<file path="src/mtnp_pkg.sv">
package mtnp_pkg;

    localparam int TICK_W  = 32;
    localparam int TPB_W   = 16;
    localparam int SCALE_W = 39;            // tick * 120 fits in 39 bits
    localparam int QDEPTH  = 4;
    localparam int QPTR_W  = 2;

    // parse phases
    localparam logic [3:0] PH_HDR    = 4'd0;
    localparam logic [3:0] PH_NTRK   = 4'd1;
    localparam logic [3:0] PH_TBASE  = 4'd2;
    localparam logic [3:0] PH_TAG    = 4'd3;
    localparam logic [3:0] PH_LEN    = 4'd4;
    localparam logic [3:0] PH_DELTA  = 4'd5;
    localparam logic [3:0] PH_STATUS = 4'd6;
    localparam logic [3:0] PH_KEY    = 4'd7;
    localparam logic [3:0] PH_VEL    = 4'd8;
    localparam logic [3:0] PH_DONE   = 4'd9;

    localparam logic [3:0] KIND_OFF = 4'h8;
    localparam logic [3:0] KIND_ON  = 4'h9;

    localparam logic REC_START = 1'b0;
    localparam logic REC_END   = 1'b1;

    // command from the parser to the note unit
    typedef struct packed {
        logic              clear;
        logic              note_on;
        logic [3:0]        channel;
        logic [6:0]        key;
        logic [6:0]        velocity;
        logic [TICK_W-1:0] tick;
        logic [TPB_W-1:0]  tpb;
    } t_cmd;

    typedef struct packed {
        logic [15:0] note_index;
        logic [31:0] position;
        logic [31:0] interval;
        logic [3:0]  channel;
        logic [6:0]  note_key;
        logic [6:0]  velocity;
        logic [31:0] note_length;
    } t_rec;

endpackage

</file>
<file path="src/mtnp_front.sv">
module mtnp_front #(
    parameter int CHANNELS = 16,
    parameter int KEYS     = 128
) (
    input  logic           i_clk,
    input  logic           i_rst_n,
    input  logic           i_accept,
    input  logic           i_sof,
    input  logic [7:0]     i_byte,
    output logic           o_push,
    output mtnp_pkg::t_cmd o_cmd
);
    import mtnp_pkg::*;

    logic [3:0]        r_phase, n_phase;
    logic [3:0]        r_cnt, n_cnt;
    logic [15:0]       r_tracks, n_tracks;
    logic [TPB_W-1:0]  r_tpb, n_tpb;
    logic [31:0]       r_tbl, n_tbl;
    logic [27:0]       r_delta, n_delta;
    logic [TICK_W-1:0] r_tick, n_tick;
    logic [7:0]        r_status, n_status;
    logic [6:0]        r_key, n_key;

    always_comb begin
        logic [3:0]  cnt_inc;
        logic [15:0] trk_dec;
        logic        evt_ok;
        n_phase  = r_phase;
        n_cnt    = r_cnt;
        n_tracks = r_tracks;
        n_tpb    = r_tpb;
        n_tbl    = r_tbl;
        n_delta  = r_delta;
        n_tick   = r_tick;
        n_status = r_status;
        n_key    = r_key;
        o_push   = 1'b0;
        o_cmd    = '0;
        if (i_sof) begin
            n_phase = PH_HDR; n_cnt = '0; n_tracks = '0; n_tpb = '0; n_tbl = '0;
            n_delta = '0; n_tick = '0; n_status = '0; n_key = '0;
            o_push = i_accept;
            o_cmd.clear = 1'b1;
        end
        cnt_inc = n_cnt + 4'd1;
        trk_dec = n_tracks - 16'd1;
        evt_ok  = ((n_status[7:4] == KIND_ON) || (n_status[7:4] == KIND_OFF))
                  && ({28'd0, n_status[3:0]} < CHANNELS) && ({25'd0, n_key} < KEYS);
        case (n_phase)
            PH_HDR: begin
                n_cnt = cnt_inc;
                if (cnt_inc >= 4'd10) begin
                    n_cnt = '0; n_phase = PH_NTRK;
                end
            end
            PH_NTRK: begin
                n_tracks = {n_tracks[7:0], i_byte};
                n_cnt = cnt_inc;
                if (cnt_inc >= 4'd2) begin
                    n_cnt = '0; n_phase = PH_TBASE;
                end
            end
            PH_TBASE: begin
                n_tpb = {n_tpb[7:0], i_byte};
                n_cnt = cnt_inc;
                if (cnt_inc >= 4'd2) begin
                    n_cnt = '0;
                    n_phase = (n_tracks == '0) ? PH_DONE : PH_TAG;
                end
            end
            PH_TAG: begin
                n_cnt = cnt_inc;
                if (cnt_inc >= 4'd4) begin
                    n_cnt = '0; n_tbl = '0; n_phase = PH_LEN;
                end
            end
            PH_LEN: begin
                n_tbl = {n_tbl[23:0], i_byte};
                n_cnt = cnt_inc;
                if (cnt_inc >= 4'd4) begin
                    n_cnt = '0; n_delta = '0;
                    if ({n_tbl[23:0], i_byte} == '0) begin
                        n_tracks = trk_dec;
                        n_phase  = (trk_dec == '0) ? PH_DONE : PH_TAG;
                    end else begin
                        n_phase = PH_DELTA;
                    end
                end
            end
            PH_DELTA: begin
                if (n_tbl != '0) n_tbl = n_tbl - 32'd1;
                n_delta = {n_delta[20:0], i_byte[6:0]};
                n_cnt = cnt_inc;
                if (!i_byte[7] || cnt_inc >= 4'd4) begin
                    n_tick  = n_tick + {4'd0, n_delta};
                    n_delta = '0; n_cnt = '0; n_phase = PH_STATUS;
                end
            end
            PH_STATUS: begin
                if (n_tbl != '0) n_tbl = n_tbl - 32'd1;
                n_status = i_byte;
                n_phase  = PH_KEY;
            end
            PH_KEY: begin
                if (n_tbl != '0) n_tbl = n_tbl - 32'd1;
                n_key   = i_byte[6:0];
                n_phase = PH_VEL;
            end
            PH_VEL: begin
                if (n_tbl != '0) n_tbl = n_tbl - 32'd1;
                o_push           = i_accept && evt_ok;
                o_cmd.note_on    = (n_status[7:4] == KIND_ON);
                o_cmd.channel    = n_status[3:0];
                o_cmd.key        = n_key;
                o_cmd.velocity   = i_byte[6:0];
                o_cmd.tick       = n_tick;
                o_cmd.tpb        = n_tpb;
                n_cnt = '0; n_delta = '0;
                if (n_tbl == '0) begin
                    n_tracks = trk_dec;
                    n_phase  = (trk_dec == '0) ? PH_DONE : PH_TAG;
                end else begin
                    n_phase = PH_DELTA;
                end
            end
            default: n_phase = PH_DONE;
        endcase
    end

    always_ff @(posedge i_clk) begin
        if (!i_rst_n) begin
            r_phase <= PH_HDR; r_cnt <= '0; r_tracks <= '0; r_tpb <= '0; r_tbl <= '0;
            r_delta <= '0; r_tick <= '0; r_status <= '0; r_key <= '0;
        end else if (i_accept) begin
            r_phase <= n_phase; r_cnt <= n_cnt; r_tracks <= n_tracks; r_tpb <= n_tpb;
            r_tbl <= n_tbl; r_delta <= n_delta; r_tick <= n_tick;
            r_status <= n_status; r_key <= n_key;
        end
    end

endmodule

</file>
<file path="config.mk">
export PLATFORM = sky130hd
export DESIGN_NAME = mtnp_front
export DESIGN_NICKNAME = d
export VERILOG_FILES = /design/src/mtnp_pkg.sv /design/src/mtnp_front.sv
export SDC_FILE = /design/constraint.sdc
export NUM_CORES = 1
export LEC_CHECK = 0
export BUFFER_PORTS_ARGS = -buffer_cell sky130_fd_sc_hd__buf_2
export CORE_MARGIN = 10
export CORE_UTILIZATION = 40
export CTS_BUF_LIST = sky130_fd_sc_hd__clkbuf_8
export CTS_CLUSTER_SIZE = 40
export DETAILED_ROUTE_END_ITERATION = 6
export GPL_ROUTABILITY_DRIVEN = 1
export HOLD_SLACK_MARGIN = 0.03
export PLACE_DENSITY_LB_ADDON = 0.3
export SETUP_SLACK_MARGIN = 0.1
export SYNTH_ARGS = -nofsm -noshare
export SYNTH_HDL_FRONTEND = slang
export SYNTH_SLANG_ARGS = --single-unit
export TNS_END_PERCENT = 10
</file>
<file path="constraint.sdc">
create_clock -name i_clk -period 5.1 [get_ports i_clk]
set_input_delay 0.255 -clock i_clk [delete_from_list [all_inputs] [get_ports i_clk]]
set_output_delay 0.255 -clock i_clk [all_outputs]
set_load 0.03 [all_outputs]
</file>
# After elaboration in Yosys (flattened, before gate mapping)
# Index checks and enable logic that the tools add are counted.
# word_totals
reg_bits	147
wordCells	84
# op_classes
n_eq_ne	10
n_addsub	4
reduce_logical	13
n_mux	45
magnitude_cmp	3
# op_table
operator	n
$mux W32	7
$pmux W32 S4	1
$mux W16	6
$mux W28	3
$pmux W28 S3	1
$mux W67	1
$logic_not A32 Y1	2
$mux W4	16
$pmux W16 S3	1
$pmux W4 S9	1
$add A32 B28 Y32	1
$logic_not A16 Y1	2
$reduce_bool A32 Y1	1
$sub A32 B1 Y32 const B	1
$pmux W4 S5	1
$eq A4 B3 Y1 const B	4
$mux W8	2
$sub A16 B1 Y16 const B	1
$mux W7	2
$eq A4 B4 Y1 const B	3
$eq A4 B2 Y1 const B	2
$add A4 B1 Y4 const B	1
$eq A4 B1 Y1 const B	1
$ge A4 B2 Y1 const B	1
other kinds (9)	13

# Logic depth before layout (Yosys ltp)
# depth
depth_word	7
ltp_mapped	24
mapped_depth_nobuf	14

# Worst setup path before layout
# No wires, ideal clock.
# synth_path
path_kind	input port to flip-flop
startpoint	input port i_sof
endpoint	register r_tick[30]
t_arrival_ns	5.434
stages	22
required_ns	5.028
path_slack_ns	-0.406
cell_sequence	clkbuf_1 -> clkbuf_1 -> buf_2 -> buf_1 -> clkbuf_1 -> clkbuf_1 -> clkbuf_1 -> clkbuf_1 -> buf_1 -> clkbuf_1 -> nor2b_1 -> ha_1 -> a21o_1 -> a21o_1 -> a21o_1 -> a32oi_1 -> a21oi_1 -> or3_1 -> a31oi_1 -> a21oi_1 -> a41oi_1 -> mux2i_1
# synth_via
elab_chain_cells	6
# synth_lines
element	line_no	source
start: declaration	mtnp_front.sv:8	input logic i_sof,
$mux W4	mtnp_front.sv:40	if (i_sof) begin
$add A4 B1 Y4	mtnp_front.sv:46	cnt_inc = n_cnt + 4'd1;
$ge A4 B3 Y1	mtnp_front.sv:95	if (!i_byte[7] || cnt_inc >= 4'd4) begin
$logic_or A1 B1 Y1	mtnp_front.sv:95	
$mux W32	mtnp_front.sv:95	
$mux W32 *	mtnp_front.sv:50	case (n_phase)
end signal: assignment	mtnp_front.sv:137	r_tbl <= n_tbl; r_delta <= n_delta; r_tick <= n_tick;
end: declaration	mtnp_front.sv:21	logic [TICK_W-1:0] r_tick, n_tick;
# Every way passes the cells marked *; elsewhere a longest branch is shown, timed or not.
# A chain may end at the register's enable or synchronous reset.

# Final worst setup path
# layout_path
startpoint	register r_tbl[18]
endpoint	register r_tracks[9]
# layout_via
elab_chain_cells	7
# layout_lines
element	line_no	source
start: declaration	mtnp_front.sv:19	logic [31:0] r_tbl, n_tbl;
start signal: assignment	mtnp_front.sv:137	
$mux W32 *	mtnp_front.sv:40	
$sub A32 B1 Y32 / $reduce_bool A32 Y1 (equally long branches)	mtnp_front.sv:111	if (n_tbl != '0) n_tbl = n_tbl - 32'd1;
$mux W32 *	mtnp_front.sv:111	
$mux W32 *	mtnp_front.sv:50	
$logic_not A32 Y1 *	mtnp_front.sv:120	if (n_tbl == '0) begin
$mux W16 *	mtnp_front.sv:120	
$pmux W16 S3 *	mtnp_front.sv:50	
end signal: assignment	mtnp_front.sv:136	r_phase <= n_phase; r_cnt <= n_cnt; r_tracks <= n_tracks; r_tpb <= n_tpb;
end: declaration	mtnp_front.sv:17	logic [15:0] r_tracks, n_tracks;
# Every way passes the cells marked *; elsewhere a longest branch is shown, timed or not. The select of a mux whose other input is x is not followed.

==> flow_metrics.tcl <==
set metrics [dict create \
    synth_fp_nets 1494 \
    global_route.usage.met2_pct 33.28 \
    routed_via_density 6.098 \
    p_per_area_nw_per_um2 221.6 \
    gr-usage-met3_pct 3.091 \
    synth-main-ff-cell "dfxtp_1" \
    drc_errors 0 \
    worstPathArrival_ps 4870 \
    async_flop_share_pct 0 \
    clock_root_buffer "clkbuf_8" \
    timing.final.crit_period_ps 4482 \
    finish_stage_setup_viols 0 \
    routed_wirelength_mm 35.49 \
    synth.yosys.warnings 0 \
    path_class "reg2reg" \
    global_route.overflow_total 0 \
    clkSlewWorstSetupHoldPaths_ps 100 \
    setup.worst_path.end_class "flop" \
    post_route_cell_area_um2 11790 \
    period_utilization_post_route_pct 87.88 \
    grt_pass1_vias 10359 \
    synthSimpleGateAreaFrac_pct 31.42 \
    muxShareOfSynthArea_pct 0.7495 \
    place_area_um2 11400 \
    fin_worst_skew_ps 23.90 \
    hold_viol_final 0 \
    finish.utilization_pct 43.98 \
    die_width_um 184.7 \
    synthToLayoutAreaGrowth_pct 8.625 \
    setup_total_negative_slack_ps 0 \
    drive_gt1_share_pct 11.91 \
    hold_start "i_byte[7]" \
    ff2ff_setup_slack_ps 620 \
    hpwl_after_detailed_placement_mm 23.93 \
    crit-reg2reg-launch "r_tbl[18]" \
    critical_path.max_fanout 13 \
    post_layout_nonfiller_instances 1802 \
    timing.max_cap.violations 0 \
    detail_route.iter0.violations 1086 \
    fmax_mhz 223.1 \
    synth_compound_area_share_pct 29.71 \
    die-area_um2 34120 \
    fraction_of_the_mapped_netlist_area_in_adder_cells_pct 4.105 \
    grt.total_usage_pct 20.47 \
    cts_hold_buffers 0 \
    finalMaxSlewViolations 0 \
    syn-cell-area_um2 10850 \
    first_pass_grt_wire_length_mm 57.28 \
    gpl.final_weighted_congestion 0.9824 \
    postCtsSetupBuffers 0 \
    number_of_antenna_violations_at_the_first_check_in_global_routing 0 \
    setup.worst_path.start "r_tbl[18]" \
    crit_end "r_tracks[9]" \
    maxSlewHeadroom_pct 29.25 \
    antenna_cells 0 \
    result_of_the_run "finished, final reports clean" \
    finalNetCount 1495 \
    ys_types 90 \
    place_inst 1770 \
    tritoncts "done" \
    average_wire_length_per_cell_after_detail_routing_um 19.70 \
    cts_htree_levels 4 \
    r2r_cells 11 \
    worst_skew_late_latency_ps 480 \
    final.fill_count 2714 \
    i_o_pin_total 81 \
    fraction_of_synthesized_cell_area_in_xor_and_xnor_cells_pct 2.825 \
    synthesis.instances 1447 \
    cp-start-kind "flop" \
    initial_utilization_pct 40.49 \
    critPathRequiredTime_ps 5490 \
    synth-seq-area-share_pct 25.83 \
    rsz0062_at_grt "no" \
    port_buffers 80 \
    drtPass1Iterations 6 \
    min-delay-path-class "in2reg" \
    ir_drop_uv 171.5 \
    synth_edf_count 0 \
    largest_net_degree_at_the_start_of_global_routing 114 \
    post-layout-total-power_mw 2.613 \
    met1_usage_pct 27.68 \
    drtAntennaViolNets 0 \
    std_cell_rows 60 \
    die_h_um 184.7 \
    synth-seq-cells 140 \
    tritoncts_num_sinks 140 \
    total_leakage_power_nw 4.694 \
    critical_path.reg2reg.endpoint "r_tracks[9]" \
    grt.busiest_layer "met2" \
    tritoncts.num_buffers 17 \
    worst_slew_pin_slew_ps 1053 \
    coreArea_um2 26800 \
    avgSynthCellArea_um2 7.499 \
    cts_resized 0 \
    synth_top_family_by_area "simple AND/OR/NAND/NOR gates" \
    cts_buffer_depth 2 \
    vias 10988 \
]
[cell type report]
type / count / area (µm²) / area share, %
Sequential cell: 140 / 2803 / 23.78
Clock inverter: 14 / 141.4 / 1.199
Multi-Input combinational cell: 1162 / 7488 / 63.53
Inverter: 24 / 90.09 / 0.7642
Timing Repair Buffer: 103 / 590.6 / 5.010
Clock buffer: 18 / 247.7 / 2.102
Tap cell: 341 / 426.7 / 3.620
[cells in the final DEF (no fill, tap or decap), types with 7 or more instances in the layout]
master | synthesis | final
and3_1 | 12 | 12
and2_1 | 78 | 78
nor4_1 | 15 | 15
o21a_1 | 16 | 16
a211oi_1 | 11 | 11
xor2_1 | 13 | 13
dfxtp_1 | 140 | 140
or2_2 | 9 | 9
a21o_1 | 23 | 23
a21boi_0 | 13 | 13
nor3_1 | 35 | 33
clkbuf_8 | 0 | 18
inv_1 | 23 | 23
buf_4 | 2 | 24
o211ai_1 | 14 | 14
nand2b_1 | 10 | 10
a21oi_1 | 82 | 82
o21ai_0 | 79 | 79
nor2b_1 | 145 | 145
o221ai_1 | 11 | 11
nand3_1 | 47 | 47
buf_2 | 6 | 78
xnor2_1 | 22 | 22
o211a_1 | 11 | 11
nand4_1 | 11 | 11
a22oi_1 | 92 | 92
a31oi_1 | 20 | 20
ha_1 | 34 | 34
o22ai_1 | 13 | 13
inv_8 | 0 | 8
mux2i_1 | 7 | 7
nor2_1 | 88 | 88
nand2_1 | 115 | 115
or3_1 | 11 | 11
[where the power goes]
| group | internal [mW] | leakage (nW) | switching (mW) | total, mW |
|---|---|---|---|---|
| combinational | 0.181 | 3.36 | 0.350 | 0.531 |
| clock | 0.382 | 0.200 | 0.552 | 0.934 |
| sequential | 1.11 | 1.13 | 0.0374 | 1.15 |
[cell usage after synthesis, types with 5 or more instances]
| master | number | area (µm²) |
|---|---|---|
| o21a_1 | 16 | 120.1 |
| inv_1 | 23 | 86.33 |
| a211oi_1 | 11 | 82.58 |
| and4_1 | 5 | 43.79 |
| a32o_1 | 5 | 50.05 |
| nand2b_1 | 10 | 62.56 |
| a22oi_1 | 92 | 690.7 |
| nor3_1 | 35 | 175.2 |
| o22ai_1 | 13 | 81.33 |
| ha_1 | 34 | 425.4 |
| a221oi_1 | 5 | 43.79 |
| dfxtp_1 | 140 | 2803 |
| nand3_1 | 47 | 235.2 |
| o21ai_0 | 79 | 395.4 |
| nor3b_1 | 5 | 37.54 |
| o221ai_1 | 11 | 96.34 |
| mux2i_1 | 7 | 70.07 |
| xor2_1 | 13 | 113.9 |
| buf_2 | 6 | 30.03 |
| clkbuf_1 | 103 | 386.6 |
| nor2b_1 | 145 | 907.1 |
| nor2_1 | 88 | 330.3 |
| o211a_1 | 11 | 110.1 |
| xnor2_1 | 22 | 192.7 |
| o211ai_1 | 14 | 105.1 |
| a31oi_1 | 20 | 125.1 |
| nand2_1 | 115 | 431.7 |
| nor4_1 | 15 | 93.84 |
| a21boi_0 | 13 | 97.59 |
| a21oi_1 | 82 | 410.4 |
| buf_1 | 7 | 26.28 |
| nand4_1 | 11 | 68.82 |
| and2_1 | 78 | 488.0 |
| and3_1 | 12 | 75.07 |
| a21o_1 | 23 | 172.7 |
| or3_1 | 11 | 68.82 |
| o21ai_1 | 5 | 25.02 |
| or2_2 | 9 | 56.30 |
| o31ai_1 | 5 | 37.54 |
[critical path, stage by stage (launching register included)]
cell      delay, ps
dfxtp_1         410
nor4_2          560
a41o_1          410
nand4_1         420
buf_4           350
o211ai_1        100
o211ai_1        140
or4_4           610
nor4_4          480
a21oi_2         320
or3_1           450
a31oi_1         140
[how the worst min path moves through the flow]
stage,slack (ps),cells after the start,to
after floorplan,400,2,r_key[1]
after global placement,460,2,r_key[3]
after detailed placement,470,2,r_key[2]
after CTS,140,3,r_tbl[7]
after global routing,150,3,r_tbl[7]
final,170,3,r_tbl[7]
[cells by family (layout without fill, tap and decap cells)]
group,after synthesis,in the layout
buffers and inverters,145,159
muxes,8,8
AOI/OAI and AO/OA,468,468
and+or+nand+nor,616,616
xor gates and xnor gates,35,35
DFF,140,140
adders and majority gates,35,35
[stage by stage]
step / hold WS, ps / worst slack (ps)
finish: 167.5 / 618.2
global route: 152.5 / 445.6
CTS: 135.2 / 719.5
detailed placement: 469.6 / 765.4
global placement: 461.4 / 885.1
floorplan: 399.9 / 212.5
[per-layer routing]
layer	up-vias	part of all wire (%)
met2	411	47
met1	5237	45
li1	5285	-
met5	-	0
met3	55	6.3
met4	0	1.6
[state kept, by name (all words and copies together) (netlist names)]
name,count
r_tick,32
r_phase,4
r_delta,21
r_tracks,16
r_key,7
r_tpb,16
r_tbl,32
r_status,8
r_cnt,4
Note: power is estimated with default switching activity, not from simulation.
