## src/mtnp_pkg.sv

```systemverilog
package mtnp_pkg;

    localparam int TICK_W  = 32;
    localparam int TPB_W   = 16;
    localparam int SCALE_W = 39;            // tick * 120 fits in 39 bits
    localparam int QDEPTH  = 4;
    localparam int QPTR_W  = 2;

    // parse phases
    localparam logic [3:0] PH_HDR    = 4'd0;
    localparam logic [3:0] PH_NTRK   = 4'd1;
    localparam logic [3:0] PH_TBASE  = 4'd2;
    localparam logic [3:0] PH_TAG    = 4'd3;
    localparam logic [3:0] PH_LEN    = 4'd4;
    localparam logic [3:0] PH_DELTA  = 4'd5;
    localparam logic [3:0] PH_STATUS = 4'd6;
    localparam logic [3:0] PH_KEY    = 4'd7;
    localparam logic [3:0] PH_VEL    = 4'd8;
    localparam logic [3:0] PH_DONE   = 4'd9;

    localparam logic [3:0] KIND_OFF = 4'h8;
    localparam logic [3:0] KIND_ON  = 4'h9;

    localparam logic REC_START = 1'b0;
    localparam logic REC_END   = 1'b1;

    // command from the parser to the note unit
    typedef struct packed {
        logic              clear;
        logic              note_on;
        logic [3:0]        channel;
        logic [6:0]        key;
        logic [6:0]        velocity;
        logic [TICK_W-1:0] tick;
        logic [TPB_W-1:0]  tpb;
    } t_cmd;

    typedef struct packed {
        logic [15:0] note_index;
        logic [31:0] position;
        logic [31:0] interval;
        logic [3:0]  channel;
        logic [6:0]  note_key;
        logic [6:0]  velocity;
        logic [31:0] note_length;
    } t_rec;

endpackage

```

## src/mtnp_fifo.sv

```systemverilog
module mtnp_fifo (
    input  logic           i_clk,
    input  logic           i_rst_n,
    input  logic           i_push,
    input  mtnp_pkg::t_cmd i_data,
    input  logic           i_pop,
    output logic           o_full,
    output logic           o_empty,
    output mtnp_pkg::t_cmd o_data
);
    import mtnp_pkg::*;

    t_cmd            r_mem [QDEPTH];
    logic [QPTR_W-1:0] r_wp, r_rp;
    logic [QPTR_W:0]   r_count;

    assign o_full  = (r_count == (QPTR_W+1)'(QDEPTH));
    assign o_empty = (r_count == '0);
    assign o_data  = r_mem[r_rp];

    always_ff @(posedge i_clk) begin
        if (i_push) r_mem[r_wp] <= i_data;
    end

    always_ff @(posedge i_clk) begin
        if (!i_rst_n) begin
            r_wp <= '0; r_rp <= '0; r_count <= '0;
        end else begin
            if (i_push) r_wp <= r_wp + 1'b1;
            if (i_pop)  r_rp <= r_rp + 1'b1;
            if (i_push && !i_pop)      r_count <= r_count + 1'b1;
            else if (!i_push && i_pop) r_count <= r_count - 1'b1;
        end
    end

endmodule

```

## config.mk

```make
export PLATFORM = sky130hd
export DESIGN_NAME = mtnp_fifo
export DESIGN_NICKNAME = d
export VERILOG_FILES = /design/src/mtnp_pkg.sv /design/src/mtnp_fifo.sv
export SDC_FILE = /design/constraint.sdc
export NUM_CORES = 1
export LEC_CHECK = 0
export ABC_AREA = 0
export BUFFER_PORTS_ARGS = -buffer_cell sky130_fd_sc_hd__buf_4
export CAP_MARGIN = 20
export CORE_MARGIN = 2
export CORE_UTILIZATION = 57
export DETAILED_ROUTE_END_ITERATION = 10
export PLACE_DENSITY = 0.79
export SYNTH_ARGS = -nofsm -noshare
export SYNTH_HDL_FRONTEND = slang
export SYNTH_SLANG_ARGS = --single-unit
```

## constraint.sdc

```tcl
create_clock -name i_clk -period 6.9 [get_ports i_clk]
set_clock_uncertainty 0.1 [all_clocks]
set_input_delay 1.38 -clock i_clk [delete_from_list [all_inputs] [get_ports i_clk]]
set_output_delay 1.38 -clock i_clk [all_outputs]
set_load 0.02 [all_outputs]
```

Yosys cells after proc, flatten, opt, wreduce, memory -nomap -nowiden
Memories as Yosys holds them, arrays and structs flattened. A register that Yosys moved wholly into a read port is not among the register bits.
Index checks and enable logic that the tools add are counted.
- add/sub/neg operators: 4
- $mul: 0
- divide/modulo/power cells: 0
- magnitude comparators: 0
- eq/ne operators: 1
- shift-type cells: 0
- muxes and demuxes: 6
- bitwise operators: 0
- reductions and logical operators: 6
- operators by type and width (operator ; number):
    $mux 3 ; 2
    $add 2x1->2 const B ; 2
    $mux 2 ; 2
    $add 3x1->3 const B ; 1
    $eq 3x3->1 const B ; 1
    $logic_not 3->1 ; 1
    $sub 3x1->3 const B ; 1
    $logic_and 1x1->1 ; 2
    $logic_not 1->1 ; 2
    $mux 1 ; 2
    $reduce_bool 2->1 ; 1
- register bits: 7
- latch bits: 0
- bits in writable memories: 272
- ROM bits: 0
- input bits: 72
- output and inout port bits: 70
- logic and storage cells: 21
- memories: 1
- memory list (name ; words ; bits a word ; rd ports ; clocked after memory_dff ; write ports ; line ; text):
    r_mem ; 4 ; 68 ; 1 ; 1 ; 1 ; mtnp_fifo.sv:13 ; t_cmd r_mem [QDEPTH];

Depth between registers and ports, before layout
Gate-level depths: netlist of the first run.
- depth in word-level cells: 4
- mapped depth: 7
- gate-level depth less buffers: 7

Worst setup path before layout of the first run
OpenSTA, ideal clock, no wires.
- kind: in2reg
- from: input i_push
- to: memory r_mem[0][0] (netlist name) (enable)
- library setup time: 433 ps
- arrival time: 2976 ps
- data required time: 6367 ps
- setup slack: 3391 ps
- stages: 1
- buffers on the path: 0
- cells stage by stage: and2_1
- longest elaborated chain between the ends: 2
- RTL lines (what ; line ; text):
    start: declaration ; mtnp_fifo.sv:4 ; input logic i_push,
    $mux 1 ; mtnp_fifo.sv:22 ; if (i_push) r_mem[r_wp] <= i_data;
    $mux 1 (implied by the code) ; mtnp_fifo.sv:22 ;
    end: declaration ; mtnp_fifo.sv:13 ;
Every way passes these cells.

==> impl_metrics.ini, run 1 <==
[synth]
seq_area_frac_synth_pct = 81.2
yosys_warnings = 0
synth_top_area_share_pct = 79.4
async_flop_share_pct = 0
syn-num-nets = 477
ys_top_cells_by_count = edfxtp_1, mux4_2, and2_1, dfxtp_1, ha_1
synth_ff_type = edfxtp_1
synthTopCellsByArea = edfxtp_1, mux4_2, dfxtp_1
yosysTopAreaCell = edfxtp_1
synth-seq-cells = 281
synth_edf_count = 272
synthDistinctLibCells = 22
synth_area_sq_um = 10300
syn_avg_cell_area_sq_um = 25.8
yosysMostFrequentCell = edfxtp_1
syn_inst = 399

[cells_and_area]
antenna_cells = 0
nNetsFinal = 632
areaGrowthSynthToFinish_pct = 20.8
drive_gt1_share_pct = 44.8

[grt]
grt_pass1_wl_microns = 27900
antenna_found_initial = 0
track_usage_pct = 18.7
overflow = 0
grt_pass1_vias = 5013
grt_max_degree = 69

[clocking]
cts_tree = built
h-tree-depth = 1
ctsResizeCount = 0
cts_made_buffers = 27
cts-root-buf = clkbuf_16
cts_buffer_depth = 3
clk_latency_ps = 530
post-cts-setup-buffers = 0
clk_pin_slew_worst_paths_ps = 60
cts_sinks = 281
cts_hold_buffers = 0

[route]
postRouteAntennaNets = 0
drc = 0
post_drt_wl_per_cell_microns = 22.4
route.vias.total = 4561
via_per_inst = 5.68
drt_iter0_markers = 340
routed_wl_microns = 18000
drt_pass1_iterations = 4

[critical_path]
r2r-start = r_wp[1]
crit_top_cell = buf_4
cp_slowest_stage_delay_ps = 860
worst-path-buf-inv = 2
r2r_end = r_mem[1][38]
path_max_fanout = 40
r2r_setup_slack_ps = 4960
path_cells = buf_4 > mux4_2 > buf_4
crit_path_end_kind = primary output
worstRegToRegCells = 3
cp_top_family = flip-flops
critical_path_required_ps = 5420
startpoint_type = flop
crit_slowest_cell = dfxtp_4
worstPathArrival_ps = 2810
worst-setup-path-type = flop to primary output

[die]
ioPinCount = 142
rows = 49
die_y_microns = 138
initial_core_util_pct = 57.6
coreArea_sq_um = 17800
dieArea_sq_um = 19100
dieWidth_microns = 138

[pwr]
powerDensity_nw_per_um2 = 314
power_w = 0.00391
p_leak_nw = 4.21
peakVddDrop_mv = 0.358

[timing]
slew_viol_final = 0
fmax_ghz = 0.233
relSlewSlack_pct = 29.5
setup_violations = 0
layout_worst_path_cycle_share_pct = 62.2
finalCriticalPeriod_ps = 4290
worst_pin_slew_ps = 1060
rsz0062_at_grt = false
tns_ps = 0
hold_violations = 0

[hold_path]
hold_path_startpoint = r_count[2]
worstHoldPathCells = 2
hold_path_end = r_count[2]
hold_class = flop to flop

[placed_design]
post-dp-hpwl_microns = 10000
port_buffers = 141
gp_congestion = 0.716

[run_status]
outcome = finished, final reports clean

[job]
cap_violations = 0
per-layer routing:
layer	vias to the layer above	routed length, microns	GRT usage [%]
li1	2001	-	-
met2	137	9290	32.1
met4	0	295	4.46
met3	28	1070	4.36
met1	2395	7300	24.7
met5	-	0	0
through the flow:
| step | hold slack, ps | cells | instance area [sq um] | util [%] | setup WS (ps) |
|---|---|---|---|---|---|
| after floorplan | 372 | 399 | 10300 | - | 3390 |
| after global placement | 385 | 754 | 11500 | 64.5 | 3060 |
| after detailed placement | 413 | 754 | 11500 | 64.5 | 3040 |
| after CTS | 424 | 803 | 12400 | 69.6 | 2460 |
| after global routing | 491 | 803 | 12400 | 69.6 | 2350 |
| final | 439 | 803 | 12400 | 69.6 | 2610 |
worst max path at each step:
stage / end / depth (start not counted) / slack, ps
floorplan: r_mem[0][0] / 1 / 3390
global placement: o_data[3] / 3 / 3060
detailed placement: o_data[43] / 3 / 3040
CTS: o_data[43] / 3 / 2460
global route: o_data[3] / 3 / 2350
finish: o_data[1] / 3 / 2610
cell type report:
cell class              instances  area, sq um
multi-input cells              98         1790
clock buffers                  37          753
fillers                      1020         5420
well taps                     229          287
inverters                       4         15.0
repair buffers                142         1070
clock inverters                12          154
flip-flops and latches        281         8360
logic make-up after synthesis:
| kind of cell | count (synthesis) | synth area share (%) |
|---|---|---|
| mux | 70 | 15.1 |
| simple gates | 15 | 0.888 |
| buf+inv | 20 | 1.47 |
| fa+ha+maj | 6 | 0.803 |
| flops | 281 | 81.2 |
| xor+xnor | 5 | 0.426 |
| compound gates | 2 | 0.122 |
state kept, by name, summed over array words and instances, names as in the netlist, named ones only:
signal / count
r_count: 3
r_mem: 272
r_wp: 2
r_rp: 2
worst register-to-register path, cell delays in order (launching register included):
cell and delay [ps]:
dfxtp_1 340, inv_1 90, ha_1 160, and2_4 850
power breakdown:
| group | internal (W) | switching [W] | leakage (nW) |
|---|---|---|---|
| sequential | 0.00196 | 0.0000496 | 2.57 |
| clock | 0.000879 | 0.000595 | 0.444 |
| combinational | 0.000206 | 0.000214 | 1.19 |
placed cells by master, fill, tap and decap left out:
master      count
clkbuf_8        4
clkbuf_16      27
nor3b_1         1
nor2b_1         2
clkinv_2        4
clkbuf_1        6
fa_1            1
inv_16          1
xor2_1          3
edfxtp_1      272
dfxtp_4         2
and2_1          5
bufinv_16       3
dfxtp_1         7
clkinv_1        2
and2_4          4
or3_1           1
nor3_1          1
clkinvlp_4      1
buf_4         142
o21ai_0         1
ha_1            5
mux4_2         68
inv_1           4
nand2_1         1
a21boi_0        1
clkinv_4        1
xnor2_1         2
mux2i_1         2
Note: power is estimated with default switching activity, not from simulation.
==> run 2: changes to the inputs <==
CORE_UTILIZATION = 51   (was 57)
PLACE_DENSITY = 0.75   (was 0.79)
clock period = 3.56 ns   (was 6.9 ns; I/O delays follow)
==> run 2 against run 1 <==
Effect of this change: clock-buffer cell count rose by 2; global-route usage fell by 1.6 points; register-to-register slack got worse by 3200 ps; via count rose by 0.75%; cell count rose by 5.7%; highest routed layer unchanged.
==> impl_metrics.ini, run 2 (same netlist as run 1, synthesis figures left out) <==
[clocking]
clk_pin_slew_worst_paths_ps = 60
h-tree-depth = 1
cts_made_buffers = 28
post-cts-setup-buffers = 0
cts_tree = built
cts-root-buf = clkbuf_16
clk_latency_ps = 520
cts_hold_buffers = 0
ctsResizeCount = 0
cts_buffer_depth = 3
cts_sinks = 281

[die]
initial_core_util_pct = 52.3
rows = 51
dieArea_sq_um = 21300
die_y_microns = 146
ioPinCount = 142
coreArea_sq_um = 19700
dieWidth_microns = 146

[cells_and_area]
largestRegisters = r_mem x272, r_count x3
areaGrowthSynthToFinish_pct = 22.6
fill_cells = 1350
antenna_cells = 0
mostFrequentLayoutCells = edfxtp_1, buf_4, mux4_2
largest_reg_flops = 272
nNetsFinal = 640
multi_input_area_sq_um = 1790
final_common_cell = edfxtp_1
ff_latch_area_sq_um = 8360
largest-register = r_mem
drive_gt1_share_pct = 44.2

[hold_path]
hold_class = input pin to flop
hold_path_startpoint = i_data[37]
worstHoldPathCells = 1
hold_path_end = r_mem[0][37]

[placed_design]
post-dp-hpwl_microns = 10700
port_buffers = 141
gp_congestion = 0.678
pre_cts_slack_ps = 921

[route]
drt_pass1_iterations = 4
drt_iter0_markers = 232
routed_wl_microns = 18000
via_per_inst = 5.41
drc = 0
post_drt_wl_per_cell_microns = 21.2
postRouteAntennaNets = 0
route.vias.total = 4595

[pwr]
peakVddDrop_mv = 0.389
p_leak_nw = 4.26
powerDensity_nw_per_um2 = 604

[critical_path]
path_max_fanout = 22
cp_top_family = flip-flops
crit_top_cell = buf_4
r2r_setup_slack_ps = 1760
worst-setup-path-type = flop to primary output
critical_path_required_ps = 2750
startpoint_type = flop
r2r-start = r_wp[0]
worst-path-buf-inv = 2
cp_slowest_stage_delay_ps = 640
worstRegToRegCells = 4
r2r_end = r_mem[2][31]
path_cells = buf_4 > mux4_2 > buf_4
worstPathArrival_ps = 2270
crit_slowest_cell = dfxtp_4
crit_path_end_kind = primary output

[grt]
antenna_found_initial = 0
grt_busiest_layer = met2
grt_max_degree = 69
grt_pass1_wl_microns = 28100
grt_pass1_vias = 5070
met1_usage_pct = 22.9
grt_util_met3_pct = 4.01
track_usage_pct = 17.0
met2_usage_pct = 28.8
overflow = 0

[timing]
layout_worst_path_cycle_share_pct = 86.7
finalCriticalPeriod_ps = 3090
setup_violations = 0
slew_viol_final = 0
rsz0062_at_grt = false
fmax_ghz = 0.324
worst_pin_slew_ps = 689
setup_ws_ps = 475
tns_ps = 0
hold_violations = 0
relSlewSlack_pct = 54.1

[run_status]
outcome = finished, final reports clean

[job]
cap_violations = 0
[run 2: through the flow]
stage	hold slack, ps	total power, W	area, sq um	utilization (%)	std cells
after floorplan	372	0.00444	10300	-	399
after global routing	268	0.00789	12600	64.1	849
after global placement	385	0.00479	11700	59.5	797
after detailed placement	429	0.00482	11700	59.5	797
after CTS	266	0.00771	12600	64.1	849
final	289	0.00762	12600	64.1	849
[run 2: per-layer routing]
layer  vias up  share of wire, %
li1       2029                 -
met1      2411                41
met2       131                51
met3        24               6.0
met4         0               1.6
met5         -                 0
[run 2: worst max-delay path by stage]
stage,end,slack (ps),cells past startpoint
2_1_floorplan,r_mem[0][0],720,1
3_3_place_gp,o_data[6],960,3
3_5_place_dp,o_data[60],920,3
4_1_cts,o_data[60],370,3
5_1_grt,o_data[2],310,3
6_report,o_data[60],470,3
[run 2: final cells by class]
| cell class | instances | area share, % |
|---|---|---|
| tap | 265 | 2.63 |
| multi-input combinational | 98 | 14.2 |
| clock inverter | 13 | 1.24 |
| timing repair buffer | 149 | 9.47 |
| inverter | 4 | 0.119 |
| sequential | 281 | 66.3 |
| clock buffer | 39 | 6.05 |
[run 2: report_power, final]
part / switching (W) / internal, W / leakage, nW
combinational: 0.000443 / 0.000419 / 1.25
clock: 0.00111 / 0.00178 / 0.445
sequential: 0.0000735 / 0.00380 / 2.57
==> run 3: changes to the inputs <==
--- a/config.mk
+++ b/config.mk
@@ -16,2 +16,3 @@
 export SYNTH_HDL_FRONTEND = slang
 export SYNTH_SLANG_ARGS = --single-unit
+export TNS_END_PERCENT = 50
==> constraint.sdc (replaced) <==
create_clock -name i_clk -period 3.56 [get_ports i_clk]
set_clock_uncertainty 0.1 [all_clocks]
set_input_delay 0.178 -clock i_clk [delete_from_list [all_inputs] [get_ports i_clk]]
set_output_delay 0.178 -clock i_clk [all_outputs]
set_load 0.02 [all_outputs]
==> run 3 against run 2 <==
Effect of this change: cell area increased by 5.6%; sequential share of layout area decreased by 3.5 points; sequential power hardly changed; first-iteration DRC count rose by 34%; clock-buffer cell count is 5 lower; critical path depth unchanged; register-to-register slack worse by 130 ps; wire length rose by 1.8%; largest power group unchanged; critical path type unchanged; maximum frequency increased by 15%; critical endpoint is now o_data[31]; non-clock buffer count increased by 66; die area stayed put; global-route usage increased by 0.40 points.
==> impl_metrics.ini, run 3 (same netlist as run 1, synthesis figures left out) <==
[run_status]
outcome = finished, final reports clean

[route]
drt_iter0_markers = 311
routed_wl_microns = 18300
wl_met1_microns = 7390
postRouteAntennaNets = 0
top_layer_used = met4
drc = 0
post_drt_wl_per_cell_microns = 20.0
wl_met2_microns = 9540
drt_pass1_iterations = 4
wl_met3_microns = 981
via_per_inst = 5.31
route.vias.total = 4855

[clocking]
cts_made_buffers = 28
post-cts-setup-buffers = 0
cts_buffer_depth = 3
cts-root-buf = clkbuf_16
cts_sinks = 281
h-tree-depth = 1
clk_latency_ps = 530
cts_tree = built
ctsResizeCount = 0
cts_hold_buffers = 72
clk_pin_slew_worst_paths_ps = 60

[cells_and_area]
drive_gt1_share_pct = 40.5
final_cells = 915
areaGrowthSynthToFinish_pct = 29.5
largest_reg_flops = 272
largestRegisters = r_mem x272, r_count x3
final_common_cell = edfxtp_1
nNetsFinal = 706
antenna_cells = 0
mostFrequentLayoutCells = edfxtp_1, buf_4, dlygate4sd3_1
largest-register = r_mem

[die]
coreArea_sq_um = 19700
initial_core_util_pct = 52.3
dieArea_sq_um = 21300
die_y_microns = 146
ioPinCount = 142
rows = 51
dieWidth_microns = 146

[placed_design]
post-dp-hpwl_microns = 9890
placedCellCount = 790
gp_congestion = 0.691
port_buffers = 141
pre_cts_slack_ps = 1350

[critical_path]
r2r_setup_slack_ps = 1630
worst-setup-path-type = flop to primary output
path_max_fanout = 44
worstPathArrival_ps = 2410
path_cells = buf_12 > mux4_2 > buf_4
r2r_end = r_mem[0][61]
worstRegToRegCells = 3
crit_slowest_cell = dfxtp_4
critical_path_required_ps = 3280
cp_slowest_stage_delay_ps = 680
crit_path_end_kind = primary output
r2r-start = r_wp[1]
startpoint_type = flop

[pwr]
p_leak_nw = 4.57
power_frac_clock_pct = 39.3
p_switching_w = 0.00168
powerDensity_nw_per_um2 = 592
power_frac_comb_pct = 11.4
pwr-share-seq_pct = 49.3
p_int_w = 0.00620
peakVddDrop_mv = 0.451
switching_share_pct = 21.3

[hold_path]
hold_class = input pin to flop
worstHoldPathCells = 2
hold_path_end = r_mem[1][7]
hold_path_startpoint = i_data[7]

[timing]
setup_violations = 0
layout_worst_path_cycle_share_pct = 75.6
rsz0062_at_grt = false
setup_ws_ps = 867
finalCriticalPeriod_ps = 2690
fmax_ghz = 0.371
slew_viol_final = 0
worst_hold_slack_ps = 297
tns_ps = 0
worst_pin_slew_ps = 1040
relSlewSlack_pct = 30.4
hold_violations = 0

[grt]
grt_pass1_wl_microns = 28900
overflow = 0
track_usage_pct = 17.4
grt_pass1_vias = 5434
antenna_found_initial = 0
grt_max_degree = 69

[job]
cap_violations = 0
run 3: stage by stage:
| step | total power, W | utilization, % | cell area [sq um] |
|---|---|---|---|
| after global routing | 0.00816 | 67.8 | 13300 |
| after global placement | 0.00477 | 58.9 | 11600 |
| after floorplan | 0.00444 | - | 10300 |
| final | 0.00788 | 67.8 | 13300 |
| after detailed placement | 0.00480 | 58.9 | 11600 |
| after CTS | 0.00796 | 67.6 | 13300 |
run 3: worst max-delay path, delay by kind of cell (launching register included):
family,cells,cell delay (ps)
muxes,1,590
buffers and inverters,2,580
DFF,1,680
run 3: worst max-delay path by stage:
| stage | to | slack (ps) | cells after the start |
|---|---|---|---|
| 2_1_floorplan | r_mem[0][0] | 890 | 3 |
| 3_3_place_gp | o_data[3] | 1350 | 3 |
| 3_5_place_dp | o_data[57] | 1350 | 3 |
| 4_1_cts | o_data[31] | 770 | 3 |
| 5_1_grt | o_data[31] | 660 | 3 |
| 6_report | o_data[31] | 870 | 3 |
run 3: area by class of cell:
type	instances	area [sq um]
well taps	265	332
multi-input cells	98	1790
clock buffers	34	754
inverters	4	15.0
fillers	1262	6330
clock inverters	18	244
flip-flops and latches	281	8360
repair buffers	215	1830
run 3: routing by layer:
layer	vias to the layer above	global-route usage, %
li1	2162	-
met1	2520	22.2
met2	142	30.7
met3	31	3.86
met4	0	4.66
met5	-	0
run 3: power groups by stage:
stage,Sequential (W),Combinational [W],Clock [W]
floorplan,0.00390,0.000535,0
global placement,0.00395,0.000826,0
detailed placement,0.00396,0.000842,0
CTS,0.00389,0.000910,0.00316
global route,0.00390,0.000959,0.00330
finish,0.00388,0.000899,0.00310
